File: config.mk
export PLATFORM = sky130hd
export DESIGN_NAME = rgb565_decimate_grayscale_top
export DESIGN_NICKNAME = d
export VERILOG_FILES = /design/src/rtl/rgbdg_pkg.sv /design/src/rtl/rgbdg_frame_pos.sv /design/src/rtl/rgb565_decimate_grayscale_top.sv
export SDC_FILE = /design/constraint.sdc
export NUM_CORES = 1
export LEC_CHECK = 0
export BUFFER_PORTS_ARGS = -buffer_cell sky130_fd_sc_hd__buf_2
export CAP_MARGIN = 10
export CORE_MARGIN = 2
export CORE_UTILIZATION = 45
export DETAILED_ROUTE_END_ITERATION = 16
export GPL_TIMING_DRIVEN = 0
export HOLD_SLACK_MARGIN = 0.12
export PLACE_DENSITY_LB_ADDON = 0.2
export SLEW_MARGIN = 20
export SYNTH_ARGS = -nofsm -noshare
export SYNTH_HDL_FRONTEND = slang
export SYNTH_HIERARCHICAL = 1
export SYNTH_SLANG_ARGS = --single-unit
File: constraint.sdc
create_clock -name clock -period 6.9 [get_ports clock]
set_input_delay 1.38 -clock clock [delete_from_list [all_inputs] [get_ports clock]]
set_output_delay 1.38 -clock clock [all_outputs]
set_load 0.005 [all_outputs]
File: src/rtl/rgbdg_pkg.sv
// Package for the RGB565 decimating grayscale converter.
// Frame geometry, register indexes and the gray arithmetic helpers.
// No dependencies.
`timescale 1ns / 1ps
`default_nettype none

package rgbdg_pkg;

   localparam int FRAME_WIDTH  = 320;
   localparam int FRAME_HEIGHT = 240;

   localparam int COL_W       = 9;
   localparam int ROW_W       = 8;
   localparam int SHIFT_W     = 3;
   localparam int CSR_INDEX_W = 1;
   localparam int CSR_DATA_W  = 8;
   localparam int SUM_W       = 13;

   // floor(x / 100) == (x * 5243) >> 19 for every x up to the largest sum
   localparam int RECIP       = 5243;
   localparam int RECIP_SHIFT = 19;
   localparam int PROD_W      = 32;

   typedef enum logic [CSR_INDEX_W-1:0] {
      CSR_SCALE_SHIFT = 1'b0,
      CSR_GRAY_MODE   = 1'b1
   } csr_index_type;

   // 21r + 72g + 7b on the raw fields
   function automatic logic [SUM_W-1:0] gray_sum(input logic [15:0] px);
      logic [SUM_W-1:0] r;
      logic [SUM_W-1:0] g;
      logic [SUM_W-1:0] b;
      r = SUM_W'(px[15:11]);
      g = SUM_W'(px[10:5]);
      b = SUM_W'(px[4:0]);
      return SUM_W'(r * SUM_W'(21) + g * SUM_W'(72) + b * SUM_W'(7));
   endfunction

   // twice the quotient by 100
   function automatic logic [7:0] gray_byte(input logic [SUM_W-1:0] sum);
      logic [PROD_W-1:0] prod;
      prod = PROD_W'(sum) * PROD_W'(RECIP);
      return {prod[RECIP_SHIFT +: 7], 1'b0};
   endfunction

endpackage

`default_nettype wire

File: src/rtl/rgbdg_frame_pos.sv
// Frame position tracker for the RGB565 decimating grayscale converter.
// Keeps column/row of the next pixel and flags pixels on the decimation grid.
// Depends on rgbdg_pkg.
`timescale 1ns / 1ps
`default_nettype none

module rgbdg_frame_pos (
   input  wire logic                          clock,
   input  wire logic                          reset,
   input  wire logic                          step,
   input  wire logic [rgbdg_pkg::SHIFT_W-1:0] scale_shift,
   output logic                               keep
);

   logic [rgbdg_pkg::COL_W-1:0] col_ff;
   logic [rgbdg_pkg::COL_W-1:0] col_in;
   logic [rgbdg_pkg::ROW_W-1:0] row_ff;
   logic [rgbdg_pkg::ROW_W-1:0] row_in;
   logic [rgbdg_pkg::ROW_W-1:0] mask;

   assign mask      = (rgbdg_pkg::ROW_W'(1) << scale_shift) - rgbdg_pkg::ROW_W'(1);
   assign keep      = ((col_ff[rgbdg_pkg::ROW_W-1:0] & mask) == '0)
                      && ((row_ff & mask) == '0);

   always_comb begin
      col_in = col_ff;
      row_in = row_ff;
      if (step) begin
         if (col_ff >= rgbdg_pkg::COL_W'(rgbdg_pkg::FRAME_WIDTH - 1)) begin
            col_in = '0;
            if (row_ff >= rgbdg_pkg::ROW_W'(rgbdg_pkg::FRAME_HEIGHT - 1)) begin
               row_in = '0;
            end else begin
               row_in = row_ff + rgbdg_pkg::ROW_W'(1);
            end
         end else begin
            col_in = col_ff + rgbdg_pkg::COL_W'(1);
         end
      end
   end

   always_ff @(posedge clock) begin
      if (reset) begin
         col_ff <= '0;
         row_ff <= '0;
      end else begin
         col_ff <= col_in;
         row_ff <= row_in;
      end
   end

endmodule

`default_nettype wire

File: src/rtl/rgb565_decimate_grayscale_top.sv
// Top level of the RGB565 decimating grayscale converter.
// Depends on rgbdg_pkg and rgbdg_frame_pos.
//
// Takes one RGB565 pixel per request on a fixed 320x240 raster and keeps
// only pixels whose row and column are multiples of 2^scale_shift. A kept
// pixel gives one byte 2*floor((21r+72g+7b)/100) in gray mode, or the low
// then the high color byte otherwise; rsp_last marks its final byte.
// A new pixel is taken once any kept pixel before it has handed its last byte
// to the single byte-wide result register; each byte passes a stage-1 register,
// then the result register. Write the registers only while the block is idle.
`timescale 1ns / 1ps
`default_nettype none

module rgb565_decimate_grayscale_top (
   input  wire logic                              clock,
   input  wire logic                              reset,
   input  wire logic                              req_valid,
   output logic                                   req_ready,
   input  wire logic [15:0]                       req_pixel,
   output logic                                   rsp_valid,
   input  wire logic                              rsp_ready,
   output logic [7:0]                             rsp_out_byte,
   output logic                                   rsp_last,
   input  wire logic                              csr_valid,
   output logic                                   csr_ready,
   input  wire logic [rgbdg_pkg::CSR_INDEX_W-1:0] csr_index,
   input  wire logic [rgbdg_pkg::CSR_DATA_W-1:0]  csr_wdata
);

   logic [rgbdg_pkg::SHIFT_W-1:0] scale_ff;
   logic                          gray_ff;

   logic                          s1_valid_ff;
   logic                          s1_valid_in;
   logic                          s1_phase_ff;
   logic                          s1_phase_in;
   logic                          s1_gray_ff;
   logic [15:0]                   s1_px_ff;
   logic [rgbdg_pkg::SUM_W-1:0]   s1_sum_ff;

   logic                          out_valid_ff;
   logic [7:0]                    out_byte_ff;
   logic [7:0]                    out_byte_in;
   logic                          out_last_ff;

   logic                          keep;
   logic                          req_fire;
   logic                          out_load;
   logic                          s1_emit;
   logic                          s1_last;

   assign csr_ready = 1'b1;

   always_ff @(posedge clock) begin
      if (reset) begin
         scale_ff <= '0;
         gray_ff  <= 1'b0;
      end else if (csr_valid) begin
         case (rgbdg_pkg::csr_index_type'(csr_index))
            rgbdg_pkg::CSR_SCALE_SHIFT: scale_ff <= csr_wdata[rgbdg_pkg::SHIFT_W-1:0];
            rgbdg_pkg::CSR_GRAY_MODE:   gray_ff  <= csr_wdata[0];
            default: ;
         endcase
      end
   end

   rgbdg_frame_pos u_pos (
      .clock       (clock),
      .reset       (reset),
      .step        (req_fire),
      .scale_shift (scale_ff),
      .keep        (keep)
   );

   assign out_load  = !out_valid_ff || rsp_ready;
   assign s1_emit   = s1_valid_ff && out_load;
   assign s1_last   = s1_gray_ff || s1_phase_ff;
   assign req_ready = !s1_valid_ff || (s1_emit && s1_last);
   assign req_fire  = req_valid && req_ready;

   always_comb begin
      s1_valid_in = s1_valid_ff;
      s1_phase_in = s1_phase_ff;
      if (req_fire) begin
         s1_valid_in = keep;
         s1_phase_in = 1'b0;
      end else if (s1_emit) begin
         if (s1_last) begin
            s1_valid_in = 1'b0;
         end else begin
            s1_phase_in = 1'b1;
         end
      end
   end

   always_comb begin
      if (s1_gray_ff) begin
         out_byte_in = rgbdg_pkg::gray_byte(s1_sum_ff);
      end else if (s1_phase_ff) begin
         out_byte_in = s1_px_ff[15:8];
      end else begin
         out_byte_in = s1_px_ff[7:0];
      end
   end

   always_ff @(posedge clock) begin
      if (reset) begin
         s1_valid_ff  <= 1'b0;
         s1_phase_ff  <= 1'b0;
         out_valid_ff <= 1'b0;
      end else begin
         s1_valid_ff <= s1_valid_in;
         s1_phase_ff <= s1_phase_in;
         if (out_load) begin
            out_valid_ff <= s1_valid_ff;
         end
      end
   end

   always_ff @(posedge clock) begin
      if (req_fire) begin
         s1_px_ff   <= req_pixel;
         s1_sum_ff  <= rgbdg_pkg::gray_sum(req_pixel);
         s1_gray_ff <= gray_ff;
      end
      if (out_load) begin
         out_byte_ff <= out_byte_in;
         out_last_ff <= s1_last;
      end
   end

   assign rsp_valid    = out_valid_ff;
   assign rsp_out_byte = out_byte_ff;
   assign rsp_last     = out_last_ff;

endmodule

`default_nettype wire

==> results.yml, run 1 <==
sta:
  hold-worst-slack_ps: 445.9
  maxSlewViolCount: 0
  fin_crit_sh: 0.7634
  slew_headroom: 0.5153
  max_freq_ghz: 0.1898
  finalSetupViolCount: 0
  hold_violations: 0
  clock_skew_ps: 12.61
  grt_setup_unrepaired: "no"
  min_period_ps: 5267
  setup_tns_ps: 0
  worst_slew_pin_slew_ps: 727.1
  layout_setup_ws_ps: 1633
die:
  dieHeight_microns: 128.9
  coreArea_sq_mm: 0.01520
  start_util: 0.4615
  ioPinCount: 42
  rows: 45
  die_area_sq_mm: 0.01660
  die_w_microns: 128.9
yosys:
  synth.area.top_cells: "ha_1, fa_1, edfxtp_1"
  ys.flop_type: "edfxtp_1"
  yosys.area.top_type: "ha_1"
  synthDistinctLibCells: 67
  synth-seq-cells: 63
  ys_async_sr_fraction: 0
  synth_area_sq_mm: 0.007015
  ys_seq_area_frac: 0.2354
  syn_area_per_cell_sq_um: 10.58
  syn_nets: 899
  synth_edf_count: 39
  netlist.area_leader.share: 0.2319
  ys.warnings.count: 6
  syn_inst: 663
setup_path:
  cp.arrival_ps: 5340
  end_kind: "register"
  cp.required_ps: 6980
  timing.rr.start: "s1_sum_ff[10]"
  worstSetupStartpoint: "s1_sum_ff[10]"
  critPathMaxFanout: 7
  path_class: "reg -> reg"
  critPathLaunchType: "register"
grt:
  grt_usage: 0.1824
  grt-ovfl-total: 0
  grt_max_degree: 32
  grt_pass1_vias: 5020
  antenna_found_initial: 0
  grt_pass1_wl_microns: 23540
clock_tree:
  cts_resized: 0
  cts_buffers: 9
  postCtsHoldBufs: 0
  htree_levels: 3
  cts.clk_slew.worst_paths_ps: 60
  cts_root_buf: "clkbuf_16"
  cts_tree: "yes"
  clkSinkCount: 63
  post_cts_buffers: 0
  cts_buffer_depth: 2
  clk_latency_ps: 340
drt:
  drt_iter0_markers: 317
  routed_wl_microns: 13700
  first_pass_iters: 6
  routedWlPerCell_microns: 15.18
  dr_total_vias: 4741
  vias_per_cell: 5.256
  antenna_left: 0
  drc: 0
outcome:
  status: "complete, no violations"
final_layout:
  seq_area_sq_mm: 0.001652
  multi_input_area_sq_mm: 0.004782
  fillers: 1386
  final_core_util: 0.5081
  area_growth_pct: 10.11
  nets: 945
  antenna-diode-count: 0
  drive_above_1_share: 0.1078
placed_design:
  port-buffer-count: 35
  gp_congestion: 0.8053
  post-dp-hpwl_microns: 11630
  dp_slack_ps: 1479
flow_run:
  drv_cap: 0
hold_path:
  hp-start: "gray_ff"
  min_path_type: "reg -> reg"
-- cell families (layout without fill, tap and decap cells) --
kind of cell / count (synthesis) / count (layout) / synth area share
AND/OR/NAND/NOR: 111 / 111 / 0.08097
XOR/XNOR: 22 / 22 / 0.02746
buffers and inverters: 152 / 203 / 0.08311
other: 1 / 1 / 0.0005345
flip-flops: 63 / 63 / 0.2354
adder cells (fa/ha/maj): 206 / 206 / 0.4487
AO/OA/AOI/OAI: 95 / 95 / 0.1045
multiplexers: 13 / 13 / 0.01926
-- critical path, cell delays in order (launching register included) --
cell,delay [ps]
edfxtp_1,580
fa_1,550
ha_1,310
inv_1,80
fa_1,440
fa_1,540
fa_1,540
inv_1,40
ha_1,290
a211oi_1,250
o21bai_1,180
o31ai_2,430
nand4_1,250
a2111oi_0,440
nor3_1,90
-- synthesized netlist by cell type (all sizes together), types with 4 or more instances --
cell / number
buf: 4
o31ai: 10
a21o: 14
and3: 10
dfxtp: 24
nor2b: 5
nor2: 35
mux2: 4
o21ai: 14
mux2i: 9
clkbuf: 5
a21oi: 17
inv: 143
fa: 76
xnor2: 12
a211oi: 6
o21a: 4
ha: 130
nand4: 9
xor2: 10
nand2b: 4
nor3: 4
edfxtp: 39
nand3: 10
nand2: 25
-- sequential cells by signal, indices dropped and copies added, names as in the netlist --
register      flops
rsp_last          1
s1_px_ff         16
scale_ff          3
u_pos/row_ff      8
s1_gray_ff        1
s1_phase_ff       1
gray_ff           1
rsp_out_byte      8
u_pos/col_ff      9
s1_valid_ff       1
rsp_valid         1
s1_sum_ff        13
-- per-stage QoR --
step                      cells  instance area, sq um
after global placement      886                  7426
after detailed placement    886                  7427
after global routing        902                  7725
after floorplan             663                  7015
final                       902                  7725
after CTS                   902                  7725
-- layer usage --
metal | vias up | GRT usage | wire length (microns)
met3 | 12 | 0.03160 | 428
met5 | - | 0 | 0
met4 | 0 | 0.05243 | 199
met1 | 2320 | 0.2473 | 6490
met2 | 67 | 0.3019 | 6578
li1 | 2342 | - | -
-- cell usage in the layout, fill, tap and decap left out, drive strengths merged, types with 5 or more instances in the layout --
| cell type | instances |
|---|---|
| a211oi | 6 |
| nand2 | 25 |
| nor2b | 5 |
| and3 | 10 |
| inv | 144 |
| mux2i | 9 |
| xor2 | 10 |
| edfxtp | 39 |
| ha | 130 |
| o21ai | 14 |
| clkbuf | 14 |
| nand3 | 10 |
| buf | 39 |
| xnor2 | 12 |
| fa | 76 |
| a21oi | 17 |
| o31ai | 10 |
| a21o | 14 |
| nand4 | 9 |
| nor2 | 35 |
| dfxtp | 24 |
-- final cells by class --
cell class | count | share of cell area
Clock inverter | 7 | 0.009394
Inverter | 143 | 0.06948
Tap cell | 188 | 0.03045
Sequential cell | 63 | 0.2138
Buffer | 9 | 0.005993
Timing Repair Buffer | 35 | 0.02268
Multi-Input combinational cell | 448 | 0.6190
Clock buffer | 9 | 0.02915
-- path summary, 6_finish.rpt --
check                    end  slack, ps  depth (start not counted)
min               s1_gray_ff        450                          0
min reg2reg       s1_gray_ff        450                          0
max          rsp_out_byte[5]       1630                         14
max reg2reg  rsp_out_byte[5]       1630                         14
Power of run 1 is left out: the tool's default activity adds up to more than one toggle a clock period on the data nets, which glitch-free logic cannot reach.
==> run 2: changes to the inputs <==
- ABC_AREA: unset -> 1
- clock period: 6.9 -> 4.7 ns (I/O delays scaled with it)
==> run 2 against run 1 <==
  * Non-clock buffer count up 14
  * First-iteration DRC count shrank 16%
  * Largest cell class unchanged
  * Area after synthesis rose by 9.5%
  * Critical endpoint is now rsp_out_byte[3]
  * Sequential share of layout area is 2.4 points lower
  * Flip-flop and latch count did not move
  * Wire length up 18%
  * Critical path depth grew 5
  * Critical path type unchanged
  * Via count increased by 22%
  * Highest routed layer unchanged
  * Maximum frequency increased by 16%
==> results.yml, run 2 <==
clock_tree:
  clk_latency_ps: 330
  cts_root_buf: "clkbuf_16"
  htree_levels: 3
  postCtsHoldBufs: 0
  cts_buffers: 9
  cts_buffer_depth: 2
  clkSinkCount: 63
  cts.clk_slew.worst_paths_ps: 50
  cts_tree: "yes"
yosys:
  syn_area_per_cell_sq_um: 8.248
  yosys.area.top_type: "ha_1"
  ys.warnings.count: 6
  synthDistinctLibCells: 37
  synth_common_cells: "inv_1, nand2_1, ha_1"
  syn_inst: 931
  ys.flop_type: "edfxtp_1"
  syn_nets: 1167
  ys_seq_area_frac: 0.2151
  ys_async_sr_fraction: 0
  yosysMostFrequentCell: "inv_1"
  synth.area.top_cells: "ha_1, fa_1, edfxtp_1"
  synth_area_sq_mm: 0.007679
  synth_edf_count: 39
  synth-seq-cells: 63
  netlist.area_leader.share: 0.2118
final_layout:
  fin_area_sq_mm: 0.008706
  layout_common_cells: "inv_1, nand2_1, ha_1"
  area_growth_pct: 13.38
  drive_above_1_share: 0.1211
  layout_commonest_cell: "inv_1"
  top_register: "s1_px_ff"
  nets: 1230
  reg_top3: "s1_px_ff (16), s1_sum_ff (13), u_pos/col_ff (9)"
  antenna-diode-count: 0
  fillers: 1625
  largest_reg_flops: 16
grt:
  antenna_found_initial: 0
  grt-ovfl-total: 0
  grt_pass1_vias: 5810
  grt_max_degree: 31
  grt_pass1_wl_microns: 27340
  grt_usage: 0.1924
placed_design:
  dpl-instance-area_sq_mm: 0.008157
  gp_congestion: 0.8569
  post-dp-hpwl_microns: 13680
  port-buffer-count: 35
  dp_slack_ps: 73.36
setup_path:
  path_class: "reg -> reg"
  cp.arrival_ps: 4620
  end_kind: "register"
  critPathLaunchType: "register"
  critPathMaxFanout: 4
  cp.required_ps: 4780
drt:
  dr_total_vias: 5806
  first_pass_iters: 4
  drt_iter0_markers: 267
  routedWlPerCell_microns: 13.31
  antenna_left: 0
  routed_wl_microns: 16220
  drc: 0
  vias_per_cell: 4.763
die:
  rows: 47
  start_util: 0.4614
  coreArea_sq_mm: 0.01664
  die_w_microns: 134.6
  die_area_sq_mm: 0.01812
  ioPinCount: 42
  dieHeight_microns: 134.6
hold_path:
  min_path_type: "reg -> reg"
sta:
  layout_setup_ws_ps: 161.4
  maxSlewViolCount: 0
  max_freq_ghz: 0.2203
  fin_crit_sh: 0.9657
  hold_violations: 0
  grt_setup_unrepaired: "yes"
  clock_skew_ps: 11.72
  min_period_ps: 4539
  finalSetupViolCount: 0
outcome:
  status: "complete, no violations"
flow_run:
  drv_cap: 0
==> run 2: changes by cell type in the layout (fill, tap and decap cells not counted), moves of 12 or more <==
cell | previous run | this run
nor2_1 | 34 | 65
nand3_1 | 10 | 48
nand2_1 | 25 | 184
inv_1 | 143 | 229
buf_4 | 3 | 19
nor2_2 | 0 | 12
a21o_1 | 14 | 1
==> run 2: cell type report <==
class,instances,area (sq um),area share
Multi-Input combinational cell,630,5258,0.6039
Inverter,232,870.8,0.1000
Clock inverter,2,13.76,0.001581
Clock buffer,14,275.3,0.03162
Buffer,6,46.29,0.005318
Timing Repair Buffer,52,315.3,0.03622
Tap cell,220,275.3,0.03162
Sequential cell,63,1652,0.1897
==> run 2: path summary, 6_finish.rpt <==
kind                start               to  slack, ps  cells past startpoint
min               gray_ff       s1_gray_ff        440                      0
max          s1_sum_ff[9]  rsp_out_byte[3]        160                     19
min reg2reg       gray_ff       s1_gray_ff        440                      0
max reg2reg  s1_sum_ff[9]  rsp_out_byte[3]        160                     19
==> run 2: kinds of logic (layout without fill, tap and decap cells) <==
logic type | count (synthesis) | count (layout) | synth area share
xor+xnor | 16 | 16 | 0.01825
flops | 63 | 63 | 0.2151
buf+inv | 238 | 306 | 0.1194
other cells | 1 | 1 | 0.0004884
fa+ha+maj | 206 | 206 | 0.4100
simple gates | 351 | 351 | 0.1965
compound gates | 56 | 56 | 0.04025
==> run 2: per-stage QoR <==
stage / hold WS (ps) / util / std cells / setup TNS [ps]
5_1_grt: 457.4 / 0.5231 / 1219 / -117.4
3_5_place_dp: 428.7 / 0.4901 / 1187 / 0
6_report: 436.9 / 0.5231 / 1219 / 0
4_1_cts: 442.8 / 0.5075 / 1203 / 0
2_1_floorplan: 408.6 / - / 931 / 0
3_3_place_gp: 415.5 / 0.4885 / 1186 / 0
==> run 2: critical path, stage by stage (launching register included) <==
cell	delay, ps
edfxtp_1	490
buf_4	200
ha_1	330
fa_1	570
fa_1	440
fa_1	480
inv_1	50
fa_1	530
inv_1	40
ha_1	310
nand2_1	140
inv_1	90
nand2_1	70
nand2_1	70
nand3_1	90
nand2_2	60
nor2_2	110
nand3_1	100
nand3_2	90
nand2_1	50
==> run 2: routing by layer <==
| layer | global-route usage | part of all wire | vias up |
|---|---|---|---|
| li1 | - | - | 3008 |
| met2 | 0.3266 | 0.48 | 79 |
| met5 | 0 | 0 | - |
| met4 | 0.05673 | 0.014 | 0 |
| met1 | 0.2586 | 0.48 | 2703 |
| met3 | 0.02365 | 0.024 | 16 |
==> run 2: what timing repair did <==
item / in CTS / in global routing
endpoints found under the setup margin: 0 / 7
buffers inserted: 0 / 16
gates resized for setup: 0 / 26
Power of run 2 is left out for the same reason.
